===== config.mk =====
export PLATFORM = sky130hd
export DESIGN_NAME = bba_ctrl
export DESIGN_NICKNAME = d
export VERILOG_FILES = /design/src/hw/rtl/bba_pkg.sv /design/src/hw/rtl/bba_ctrl.sv
export SDC_FILE = /design/constraint.sdc
export NUM_CORES = 1
export LEC_CHECK = 0
export BUFFER_PORTS_ARGS = -buffer_cell sky130_fd_sc_hd__buf_2
export CAP_MARGIN = 20
export CORE_MARGIN = 4
export CORE_UTILIZATION = 30
export DETAILED_ROUTE_END_ITERATION = 6
export PLACE_DENSITY_LB_ADDON = 0.05
export SYNTH_ARGS = -nofsm -noshare
export SYNTH_HDL_FRONTEND = slang
export SYNTH_SLANG_ARGS = --single-unit

===== constraint.sdc =====
create_clock -name clk -period 2 [get_ports clk]
set_input_delay 0.1 -clock clk [delete_from_list [all_inputs] [get_ports clk]]
set_output_delay 0.1 -clock clk [all_outputs]
set_load 0.05 [all_outputs]

===== src/hw/rtl/bba_pkg.sv =====
// Shared types, sizes and tree-layout constants for the buddy allocator.
// No dependencies; bba_dp, bba_ctrl and the core import this package.
`timescale 1ns / 1ps
`default_nettype none
package bba_pkg;

	localparam int LEVELS         = 11;
	localparam int MIN_BLOCK_LOG2 = 10;
	localparam int HEADER_BYTES   = 4;
	localparam int TOP_LEVEL      = LEVELS - 1;
	localparam int LEAF_W         = LEVELS - 1;
	localparam int LEAVES         = 1 << LEAF_W;
	localparam int LVL_W          = 4;
	localparam int CNT_W          = LEVELS;
	localparam int WORD_LOG2      = 5;
	localparam int WORD_W         = 1 << WORD_LOG2;
	localparam int WPTR_W         = LEAF_W - WORD_LOG2;
	localparam int SIZE_W         = 21;
	localparam int OFF_W          = 20;
	localparam int NEED_W         = SIZE_W + 1;
	localparam int STAT_W         = 2;

	localparam logic [STAT_W-1:0] STAT_OK       = 2'd0;
	localparam logic [STAT_W-1:0] STAT_NO_SPACE = 2'd1;
	localparam logic [STAT_W-1:0] STAT_BAD_FREE = 2'd2;

	localparam logic KIND_ALLOC = 1'b0;
	localparam logic KIND_FREE  = 1'b1;

	// free-mark words used by one level of the tree
	function automatic int level_words(input int l);
		return ((LEAVES >> l) + WORD_W - 1) >> WORD_LOG2;
	endfunction

	function automatic int total_words();
		int s;
		s = 0;
		for (int i = 0; i < LEVELS; i++) begin
			s = s + level_words(i);
		end
		return s;
	endfunction

	localparam int FWORDS  = total_words();
	localparam int FADDR_W = $clog2(FWORDS);

	typedef logic [FADDR_W-1:0] base_tab_t [1 << LVL_W];

	function automatic base_tab_t make_base();
		base_tab_t t;
		int s;
		s = 0;
		for (int i = 0; i < (1 << LVL_W); i++) begin
			t[i] = FADDR_W'(s);
			if (i < LEVELS) begin
				s = s + level_words(i);
			end
		end
		return t;
	endfunction

	localparam base_tab_t LVL_BASE = make_base();

	// word of the free-mark memory that holds node (lvl, pos)
	function automatic logic [FADDR_W-1:0] word_addr(input logic [LVL_W-1:0] lvl,
		input logic [LEAF_W-1:0] pos);
		return LVL_BASE[lvl] + FADDR_W'(pos >> WORD_LOG2);
	endfunction

	typedef struct packed {
		logic              kind;
		logic [SIZE_W-1:0] request_size;
		logic [OFF_W-1:0]  free_offset;
	} item_t;

	typedef struct packed {
		logic [STAT_W-1:0] status;
		logic [OFF_W-1:0]  block_offset;
		logic [LVL_W-1:0]  block_level;
	} result_t;

	typedef struct packed {
		logic clr;
		logic load;
		logic pick;
		logic a_rd;
		logic a_chk;
		logic s_rd;
		logic s_wr;
		logic a_fin;
		logic f_rd;
		logic f_chk;
		logic m_rd;
		logic m_chk;
	} dp_cmd_t;

	typedef struct packed {
		logic clr_done;
		logic in_kind;
		logic pick_fail;
		logic hit;
		logic split_more;
		logic bad_off;
		logic bad_mark;
		logic merge_more;
	} dp_sts_t;

endpackage
`default_nettype wire


===== src/hw/rtl/bba_ctrl.sv =====
// Controller state machine: sequences clear, search, split, free and merge steps.
// Depends on bba_pkg.
`timescale 1ns / 1ps
`default_nettype none
module bba_ctrl
	import bba_pkg::*;
(
	input  wire logic    clk,
	input  wire logic    arst_n,
	input  wire logic    start,
	input  wire dp_sts_t sts,
	output dp_cmd_t      cmd,
	output logic         busy,
	output logic         done
);

	localparam logic [3:0] S_CLEAR = 4'd0;
	localparam logic [3:0] S_IDLE  = 4'd1;
	localparam logic [3:0] S_PICK  = 4'd2;
	localparam logic [3:0] S_ARD   = 4'd3;
	localparam logic [3:0] S_ACHK  = 4'd4;
	localparam logic [3:0] S_SRD   = 4'd5;
	localparam logic [3:0] S_SWR   = 4'd6;
	localparam logic [3:0] S_AFIN  = 4'd7;
	localparam logic [3:0] S_FRD   = 4'd8;
	localparam logic [3:0] S_FCHK  = 4'd9;
	localparam logic [3:0] S_MRD   = 4'd10;
	localparam logic [3:0] S_MCHK  = 4'd11;
	localparam logic [3:0] S_DONE  = 4'd12;

	logic [3:0] state_q;
	logic [3:0] state_d;

	always_comb begin
		state_d = state_q;
		cmd     = '0;
		case (state_q)
			S_CLEAR: begin
				cmd.clr = 1'b1;
				if (sts.clr_done) state_d = S_IDLE;
			end
			S_IDLE: begin
				if (start) begin
					cmd.load = 1'b1;
					state_d  = (sts.in_kind == KIND_FREE) ? S_FRD : S_PICK;
				end
			end
			S_PICK: begin
				cmd.pick = 1'b1;
				state_d  = sts.pick_fail ? S_DONE : S_ARD;
			end
			S_ARD: begin
				cmd.a_rd = 1'b1;
				state_d  = S_ACHK;
			end
			S_ACHK: begin
				cmd.a_chk = 1'b1;
				if (!sts.hit) state_d = S_ARD;
				else          state_d = sts.split_more ? S_SRD : S_AFIN;
			end
			S_SRD: begin
				cmd.s_rd = 1'b1;
				state_d  = S_SWR;
			end
			S_SWR: begin
				cmd.s_wr = 1'b1;
				state_d  = sts.split_more ? S_SRD : S_AFIN;
			end
			S_AFIN: begin
				cmd.a_fin = 1'b1;
				state_d   = S_DONE;
			end
			S_FRD: begin
				cmd.f_rd = 1'b1;
				state_d  = sts.bad_off ? S_DONE : S_FCHK;
			end
			S_FCHK: begin
				cmd.f_chk = 1'b1;
				state_d   = sts.bad_mark ? S_DONE : S_MRD;
			end
			S_MRD: begin
				cmd.m_rd = 1'b1;
				state_d  = S_MCHK;
			end
			S_MCHK: begin
				cmd.m_chk = 1'b1;
				state_d   = sts.merge_more ? S_MRD : S_DONE;
			end
			S_DONE: state_d = S_IDLE;
			default: state_d = S_IDLE;
		endcase
	end

	always_ff @(posedge clk or negedge arst_n) begin
		if (!arst_n) begin
			state_q <= S_CLEAR;
		end else begin
			state_q <= state_d;
		end
	end

	assign busy = (state_q != S_IDLE);
	assign done = (state_q == S_DONE);

endmodule
`default_nettype wire


# == Word level (Yosys, flattened, before mapping) ==
# Cells that the tools add are included.
# op_classes
n_mux,23
n_reduce_logical,2
eq_ne,15
# ops
cell,count
$pmux W4 S12,1
$eq A4 B4 Y1 const B,5
$eq A4 B3 Y1 const B,4
$mux W4,4
$mux W1,13
$mux W3,4
$eq A4 B2 Y1 const B,2
$eq A4 B1 Y1 const B,1
$logic_not A4 Y1,1
$ne A2 B2 Y1 const B,2
$ne A4 B1 Y1 const B,1
$mux W2,1
$reduce_and A2 Y1,1
# totals
in_bits,11
output_inout_bits,14
regBits,4
wordCells,41

# == Longest topological paths before layout ==
# Gate-level depths: netlist (run 1).
# depth
depth_word,3
depth_mapped,5
depth_no_buf,4

# == Worst setup path after synthesis (run 1) ==
# No wires, ideal clock.
# synth_timing
path_type,register to register
start,register state_q[0]
end,register state_q[0]
path_stages_with_launch,4
t_arrival_ns,1.707
setup_slack_ns,0.123
n_path_buf,1
period_less_slack_ns,1.877
setup_time_ns,0.170
required_time_ns,1.830
cell_sequence,dfrtp_1 buf_2 nor4_2 a2bb2oi_2
# synth_via
elab_chain_cells,3
elab_cells_between_ends,16
classes_between,eq/ne (13); mux (1); reduce/logical (2)
# synth_rtl
item,line_no,rtl
from (decl),bba_ctrl.sv:31,logic [3:0] state_q;
from (signal assigned),bba_ctrl.sv:98,state_q <= state_d;
$eq A4 B1 Y1 / $logic_not A4 Y1 (equally long branches),bba_ctrl.sv:37,case (state_q)
$ne A2 B2 Y1 (no source line),n/a,
$reduce_and A2 Y1 (no source line),n/a,
# Several ways; a longest one is shown, not always the timed one.
# A chain may end at the register's enable or synchronous reset.

==> impl_metrics.json, run 1 <==
{
  "switching_share_pct": 59.3,
  "synth-simple-area-share_pct": 39.5,
  "post-place-ws_ps": 558,
  "drc": 0,
  "die-area_um2": 2210,
  "cts_buffer_depth": 2,
  "synth_top_family_by_area": "simple AND/OR/NAND/NOR gates",
  "pwr-share-seq_pct": 24.9,
  "synth_edf_count": 0,
  "netlist_top_cells_count": "nor2_1 (13), nand2_1 (7), nor3_1 (6), dfrtp_1 (4), nand2b_1 (4)",
  "whs_endpoint": "state_q[0]",
  "power_frac_clock_pct": 9.8,
  "coreArea_um2": 1370,
  "yosysMostFrequentCell": "nor2_1",
  "top_register": "state_q",
  "fin_nets": 99,
  "clk_pin_slew_worst_paths_ps": 40,
  "post-route-util_pct": 43.7,
  "grt_start_max_net_pins": 16,
  "reg2reg_from": "state_q[3]",
  "wirelength_um": 1190,
  "row_count": 13,
  "synth_fp_nets": 73,
  "status": "completed",
  "peakVddDrop_mv": 1.12,
  "synth_top_cell_area_share_pct": 21.9,
  "relSlewSlack_pct": 66.7,
  "worstHoldPathCells": 3,
  "grt_pass1_wl_um": 1840,
  "finalClockSkew_ps": 1.91,
  "hp-start": "sts[7]",
  "yosysTopAreaCell": "dfrtp_1",
  "p_leak_nw": 0.301,
  "grt_use_total_pct": 11.6,
  "synth_area_um2": 457,
  "hold_ws_ps": 108,
  "layout_setup_ws_ps": 317,
  "synthFlopType": "dfrtp_1",
  "post_cts_resized": 0,
  "die_y_um": 47.0,
  "multi_input_area_um2": 314,
  "netlist_instances": 62,
  "layout.area.seq_um2": 100,
  "min_path_type": "input port to register",
  "synth_top_cells_by_area": "dfrtp_1 (22%), nor2_1 (11%), nor3_1 (6.6%), nand2_1 (5.8%), nand2b_1 (5.5%)",
  "largest_reg_flops": 4,
  "intPower_mw": 0.403,
  "rsz0062_at_grt": "false",
  "p_comb_share_pct": 65.3,
  "ios": 25,
  "cts_inserted_buffers": 3,
  "critical_path.max_fanout": 14,
  "cts_tree": "done",
  "worst_pin_slew_ps": 499,
  "start_kind": "register",
  "yosys_warnings": 0,
  "drive_gt1_share_pct": 40.7,
  "postSynth.asyncResetShare_pct": 100,
  "n_antenna_cell": 0,
  "cap_violations": 0,
  "die_w_um": 47.0,
  "power_density_nw_per_um2": 1660,
  "tns_ps": 0,
  "finalHoldViolations": 0,
  "viasPerCell": 4.92,
  "synth-compound-area-share_pct": 24.9,
  "hpwl_um": 938,
  "synth-adder-area-share_pct": 0,
  "cts_sinks": 4,
  "critical_path_arrival_ps": 1580,
  "rr_worst_depth": 4,
  "area_delta_synth_final_pct": 30.7,
  "ant_nets": 0,
  "postSynthAreaPerCell_um2": 7.37,
  "fin_crit_ps": 1680,
  "critPathRequiredTime_ps": 1900,
  "critPathKind": "register to output port",
  "slew_viol_final": 0,
  "drtPass1Iterations": 4,
  "synthXorXnorAreaFrac_pct": 0,
  "regToRegSetupSlack_ps": 500,
  "num_vias": 497,
  "worstSkewPairLatency_ps": 230,
  "initial_utilization_pct": 33.4,
  "synth_cell_type_count": 28,
  "synth.mux.area_fraction_pct": 4.38,
  "drt_iter0_drc": 3,
  "place_congestion": 0.748,
  "p_switching_mw": 0.587,
  "setup_viol": 0,
  "overflow": 0,
  "end_kind": "output port",
  "io_buffers": 24,
  "max_freq_ghz": 0.594,
  "r2r_end": "state_q[0]",
  "largest_registers": "state_q (4)",
  "min_period_over_period_pct": 84.1,
  "yosysSeqAreaShare_pct": 21.9,
  "wl_per_cell_um": 11.8,
  "antenna_found_initial": 0,
  "htree_levels": 1,
  "finalPower_mw": 0.990,
  "root_buffer": "clkbuf_4",
  "synth-seq-cells": 4,
  "grt_pass1_vias": 420,
  "n_fill_cell": 152
}
==> how the worst max path moves through the flow <==
| stage | depth (start not counted) | from | to |
|---|---|---|---|
| final | 3 | state_q[3] | cmd[3] |
| after global routing | 3 | state_q[3] | cmd[3] |
| after CTS | 3 | state_q[3] | cmd[7] |
| after detailed placement | 4 | state_q[2] | state_q[0] |
| after global placement | 4 | state_q[0] | state_q[3] |
| after floorplan | 3 | state_q[0] | state_q[0] |
==> cell families (layout without fill, tap and decap cells) <==
logic type | Yosys count | in the layout
and+or+nand+nor | 36 | 36
AOI/OAI and AO/OA | 13 | 13
buffers and inverters | 7 | 31
muxes | 2 | 2
DFF | 4 | 4
==> metal layers <==
layer / routed length [um] / global-route usage, % / vias to the layer above
met2: 539 / 16.3 / 15
met4: 0 / 3.31 / 0
li1: - / - / 265
met1: 575 / 16.9 / 217
met3: 80 / 3.45 / 0
met5: 0 / 0 / -
==> cells in the final DEF (no fill, tap or decap), types with 2 or more instances in the layout <==
cell type / n
buf_2: 24
clkbuf_4: 3
mux2i_1: 2
nand2b_1: 4
nand2_1: 7
inv_1: 3
dfrtp_1: 4
nor2_1: 13
nor3_1: 6
o21ai_0: 2
==> what timing repair did <==
item	in CTS	in global routing
setup endpoints to repair	0	0
endpoints found under the hold margin	4	0
hold buffers	1	0
buffers inserted	0	0
==> area by class of cell <==
class / instances / area share [%]
Timing Repair Buffer: 25 / 21.8
Clock buffer: 3 / 3.77
Tap cell: 15 / 3.14
Multi-Input combinational cell: 51 / 52.6
Sequential cell: 4 / 16.8
Inverter: 3 / 1.89
==> stage by stage <==
| step | instance area (um^2) | instances |
|---|---|---|
| global route | 597 | 101 |
| floorplan | 457 | 62 |
| global placement | 564 | 97 |
| detailed placement | 564 | 97 |
| finish | 597 | 101 |
| CTS | 597 | 101 |
==> power groups by stage <==
stage | logic (mW) | registers (mW) | clock network (mW)
after CTS | 0.651 | 0.243 | 0.102
after detailed placement | 0.648 | 0.244 | 0
final | 0.646 | 0.246 | 0.0972
after floorplan | 0.647 | 0.146 | 0
after global placement | 0.653 | 0.245 | 0
after global routing | 0.696 | 0.261 | 0.108
==> worst max-delay path: stages (launching register included) <==
cell      delay (ps)
dfrtp_1          640
nand2b_1         250
nor3_1           170
buf_2            290
Note: power is estimated with default switching activity, not from simulation.
==> run 2: changes to the inputs <==
clock period = 1.6 ns   (was 2 ns; I/O delays follow)
==> run 2 against run 1 <==
Final area increased by 11%. Critical path depth unchanged. Clock skew increased by 2.7 ps. Worst setup slack got worse by 250 ps. Critical path type unchanged.
==> impl_metrics.json, run 2 (synthesized netlist as in run 1, its figures left out) <==
{
  "cp_cell_sequence": "nand2b_2, nor3_1, clkbuf_4",
  "root_buffer": "clkbuf_4",
  "grt_start_max_net_pins": 14,
  "whs_endpoint": "state_q[0]",
  "die_w_um": 47.0,
  "end_kind": "output port",
  "critical_path.max_fanout": 10,
  "post_cts_buffers": 0,
  "clk_pin_slew_worst_paths_ps": 30,
  "n_fill_cell": 142,
  "cp-startpoint": "state_q[2]",
  "grt_pass1_vias": 470,
  "min_period_over_period_pct": 95.7,
  "cp_slowest_stage_delay_ps": 490,
  "area_delta_synth_final_pct": 44.9,
  "finalClockSkew_ps": 4.64,
  "hp-start": "sts[7]",
  "finalHoldViolations": 0,
  "status": "completed",
  "start_kind": "register",
  "cts_tree": "done",
  "worstSkewPairLatency_ps": 230,
  "rsz0062_at_grt": "true",
  "initial_utilization_pct": 33.4,
  "power_density_nw_per_um2": 2110,
  "io_buffers": 24,
  "drive_gt1_share_pct": 48.9,
  "ant_nets": 0,
  "overflow": 0,
  "min_path_type": "input port to register",
  "drt_iter0_drc": 2,
  "die-area_um2": 2210,
  "ios": 25,
  "place_congestion": 0.785,
  "reg2reg_from": "state_q[3]",
  "row_count": 13,
  "n_antenna_cell": 0,
  "fin_nets": 103,
  "critPathRequiredTime_ps": 1520,
  "rr_worst_depth": 4,
  "worst_pin_slew_ps": 356,
  "critical_path_arrival_ps": 1450,
  "num_vias": 539,
  "viasPerCell": 5.13,
  "design_area_um2": 662,
  "critical-path-slowest-cell": "dfrtp_1",
  "regToRegSetupSlack_ps": 220,
  "layout_common_cells": "buf_2 (21), nor2_1 (13), nand2_1 (7), clkbuf_4 (5)",
  "largest_registers": "state_q (4)",
  "p_leak_nw": 0.327,
  "slew_viol_final": 0,
  "relSlewSlack_pct": 76.3,
  "cap_violations": 0,
  "drc": 0,
  "drtPass1Iterations": 3,
  "critPathKind": "register to output port",
  "coreArea_um2": 1370,
  "top_register": "state_q",
  "worstHoldPathCells": 3,
  "peakVddDrop_mv": 1.15,
  "r2r_end": "state_q[1]",
  "die_y_um": 47.0,
  "antenna_found_initial": 0,
  "post-place-ws_ps": 239,
  "largest_reg_flops": 4,
  "cts_buffer_depth": 2,
  "grt_use_total_pct": 13.4,
  "cts_inserted_buffers": 3,
  "wl_per_cell_um": 12.5,
  "cts_sinks": 4,
  "wirelength_um": 1310,
  "fin_crit_ps": 1530,
  "htree_levels": 1,
  "setup_viol": 0,
  "hpwl_um": 1020,
  "grt_pass1_wl_um": 2080,
  "hold_ws_ps": 98.7,
  "placed_area_um2": 613,
  "max_freq_ghz": 0.653,
  "layout_setup_ws_ps": 68.7,
  "final_common_cell": "buf_2"
}
run 2: final cells by class:
cell class              count  area, um^2  area share, %
repair buffers             29         171           25.9
multi-input cells          51         335           50.7
clock buffers               3        22.5           3.40
well taps                  15        18.8           2.84
flip-flops and latches      4         103           15.5
inverters                   3        11.3           1.70
run 2: worst max-delay path by stage:
| stage | to | slack [ps] | depth (start not counted) |
|---|---|---|---|
| 2_1_floorplan | cmd[3] | -180 | 2 |
| 3_3_place_gp | cmd[11] | 250 | 3 |
| 3_5_place_dp | state_q[3] | 240 | 4 |
| 4_1_cts | cmd[3] | 40 | 3 |
| 5_1_grt | cmd[3] | -4 | 3 |
| 6_report | cmd[3] | 70 | 3 |
run 2: layer usage:
layer | vias up | track usage (%) | wire [um]
met4 | 0 | 4.97 | 12
met1 | 244 | 17.4 | 574
met3 | 2 | 4.60 | 91
li1 | 275 | - | -
met2 | 18 | 20.6 | 630
met5 | - | 0 | 0
run 2: through the flow:
| stage | setup TNS (ps) | util [%] | power, mW | cells |
|---|---|---|---|---|
| final | 0 | 48.4 | 1.40 | 105 |
| after global routing | -8.63 | 48.4 | 1.50 | 105 |
| after CTS | 0 | 47.6 | 1.39 | 105 |
| after detailed placement | 0 | 44.9 | 1.24 | 101 |
| after global placement | 0 | 44.9 | 1.25 | 101 |
| after floorplan | -463 | - | 1.03 | 62 |
run 2: what timing repair did:
item	in CTS	in global routing
endpoints found under the setup margin	3	3
endpoints found under the hold margin	4	0
hold buffers	1	0
resized for setup	3	4
run 2: power breakdown:
group / total [mW] / switching [mW] / internal (mW)
registers: 0.283 / 0.135 / 0.147
logic: 0.994 / 0.617 / 0.378
clock network: 0.121 / 0.0379 / 0.0836
total: 1.40 / 0.790 / 0.609
run 2: worst max-delay path: cells and delay by family (launching register included):
family	cells	cell delay (ps)
buf+inv	1	270
simple gates	2	460
flops	1	490
==> run 3: changes to the inputs <==
ABC_AREA = 1   (was unset)
==> run 3 against run 2 <==
Register-to-register slack gained 140 ps. Wire length grew 4.3%. Synthesized cell count grew 34%. Clock-buffer cell count is the same. Die area shrank 2.1%. Core utilization shrank 1.8 points. Sequential power shrank 18%. Hold slack gained 45 ps. Worst setup slack gained 68 ps. Power shrank 5.0%. Via count grew 6.9%.
==> impl_metrics.json, run 3 <==
{
  "status": "completed",
  "overflow": 0,
  "hold_ws_ps": 144,
  "row_count": 13,
  "cp_top_family": "flip-flops",
  "critPathRequiredTime_ps": 1520,
  "peakVddDrop_mv": 0.951,
  "grt_use_total_pct": 15.2,
  "relSlewSlack_pct": 82.7,
  "critical_path_arrival_ps": 1380,
  "start_kind": "register",
  "grt_pass1_wl_um": 2340,
  "end_kind": "output port",
  "max_freq_ghz": 0.683,
  "coreArea_um2": 1350,
  "drtPass1Iterations": 4,
  "layout_common_cells": "buf_2 (24), nand2_1 (21), nor2_1 (16), inv_1 (15)",
  "die-area_um2": 2170,
  "cts_inserted_buffers": 3,
  "intPower_mw": 0.481,
  "synth_area_um2": 445,
  "cts_tree": "done",
  "yosys_warnings": 0,
  "p_switching_mw": 0.847,
  "critical_path.max_fanout": 5,
  "slew_viol_final": 0,
  "final_common_cell": "buf_2",
  "synth_top_cells_by_area": "dfrtp_1 (22%), nand2_1 (18%), nor2_1 (18%), inv_1 (13%), nand3_1 (7.9%)",
  "cts_sinks": 4,
  "finalPower_mw": 1.33,
  "die_y_um": 46.5,
  "largest_reg_flops": 4,
  "root_buffer": "clkbuf_4",
  "io_buffers": 24,
  "die_w_um": 46.5,
  "fin_crit_ps": 1460,
  "p_leak_nw": 0.398,
  "antenna_found_initial": 0,
  "netlist_top_cells_count": "nand2_1 (21), nor2_1 (21), inv_1 (15), nand3_1 (7), dfrtp_1 (4)",
  "drt_iter0_drc": 13,
  "clk_pin_slew_worst_paths_ps": 40,
  "crit_buf_inv": 2,
  "finalClockSkew_ps": 2.28,
  "post-route-util_pct": 46.6,
  "pwr-share-seq_pct": 17.5,
  "grt_start_max_net_pins": 7,
  "n_antenna_cell": 0,
  "worst_pin_slew_ps": 259,
  "cp_cell_sequence": "inv_1, nand2_1, nor2_1, buf_2",
  "p_comb_share_pct": 73.5,
  "synth_edf_count": 0,
  "synth_fp_nets": 94,
  "wirelength_um": 1360,
  "setup_viol": 0,
  "fin_nets": 124,
  "cp_slowest_stage_delay_ps": 440,
  "switching_share_pct": 63.8,
  "cap_violations": 0,
  "min_path_type": "input port to register",
  "worstSkewPairLatency_ps": 230,
  "synth_top_cell_area_share_pct": 22.5,
  "viasPerCell": 4.57,
  "power_density_nw_per_um2": 2110,
  "ios": 25,
  "drc": 0,
  "rsz0062_at_grt": "false",
  "min_period_over_period_pct": 91.4,
  "drive_gt1_share_pct": 35.1,
  "finalHoldViolations": 0,
  "num_vias": 576,
  "synthFlopType": "dfrtp_1",
  "largest_registers": "state_q (4)",
  "synth-seq-cells": 4,
  "yosysSeqAreaShare_pct": 22.5,
  "critical-path-slowest-cell": "dfrtp_1",
  "fin_cells": 126,
  "dp_cells": 122,
  "ant_nets": 0,
  "htree_levels": 1,
  "n_fill_cell": 168,
  "netlist_instances": 83,
  "hpwl_um": 1190,
  "critPathKind": "register to output port",
  "yosysTopAreaCell": "dfrtp_1",
  "power_frac_clock_pct": 9.0,
  "postSynth.asyncResetShare_pct": 100,
  "wl_per_cell_um": 10.8,
  "top_register": "state_q",
  "place_congestion": 0.805,
  "postSynthAreaPerCell_um2": 5.37,
  "cts_buffer_depth": 2,
  "initial_utilization_pct": 33.0,
  "grt_pass1_vias": 569,
  "synth_cell_type_count": 15,
  "area_delta_synth_final_pct": 41.3
}
## run 3: cell types whose count changed after synthesis, sizes merged, moves of 2 or more
cell / before / now
nand3b: 0 / 2
nor3: 7 / 0
inv: 3 / 17
a2bb2oi: 2 / 0
mux2i: 2 / 0
nand2b: 5 / 0
nand2: 7 / 22
buf: 4 / 0
nand3: 0 / 7
nor2: 14 / 25
## run 3: worst paths after layout
path / start / end / slack [ps] / cells past startpoint
setup / recovery: state_q[2] / cmd[1] / 140 / 4
hold / removal: sts[2] / state_q[2] / 140 / 3
setup reg to reg: state_q[3] / state_q[1] / 360 / 6
hold reg to reg: state_q[1] / state_q[3] / 720 / 3
max in group asynchronous: arst_n / state_q[1] / 1300 / 2
min in group asynchronous: arst_n / state_q[2] / 180 / 2
## run 3: cells by family (layout without fill, tap and decap cells)
logic type	Yosys count	count (layout)	synth area share, %
AND/OR/NAND/NOR	57	57	57.3
flip-flops	4	4	22.5
buffers and inverters	17	45	14.3
AO/OA/AOI/OAI	5	5	5.90
## run 3: metal layers
layer  track usage [%]  wire length (um)
met1              21.5               639
met2              22.5               628
met3              1.17                96
met4              7.95                 0
met5                 0                 0
## run 3: final cells by class
class	instances	area (um^2)	area share [%]
clock buffer	3	22.5	3.58
inverter	17	63.8	10.1
multi-input combinational	62	294	46.7
sequential	4	100	15.9
tap	15	18.8	2.98
timing repair buffer	25	130	20.7
## run 3: stage by stage
step / TNS [ps] / setup slack (ps) / instance area (um^2)
final: 0 / 137 / 629
after global routing: 0 / 53.2 / 629
after CTS: 0 / 123 / 627
after detailed placement: 0 / 383 / 594
after global placement: 0 / 370 / 594
after floorplan: -112 / -57.5 / 455
## run 3: worst register-to-register path, cell delays in order, from the launching register on
cell      delay (ps)
dfrtp_1          460
inv_1            100
nor2_1           230
nand3b_1         110
nand2_1           80
nor2_1            50
a21oi_1          140
## run 3: power by group through the flow
stage,logic (mW),registers [mW],clock network (mW)
final,0.976,0.233,0.119
after global routing,1.08,0.243,0.129
after CTS,0.978,0.230,0.126
after detailed placement,0.972,0.231,0
after global placement,0.978,0.227,0
after floorplan,0.765,0.217,0
## run 3: timing repair
item                                    4_1_cts  5_1_grt
hold buffers                                  1        0
endpoints found under the setup margin        0        1
gates resized for setup                       0        1
buffers inserted                              0        0
hold endpoints to repair                      4        0
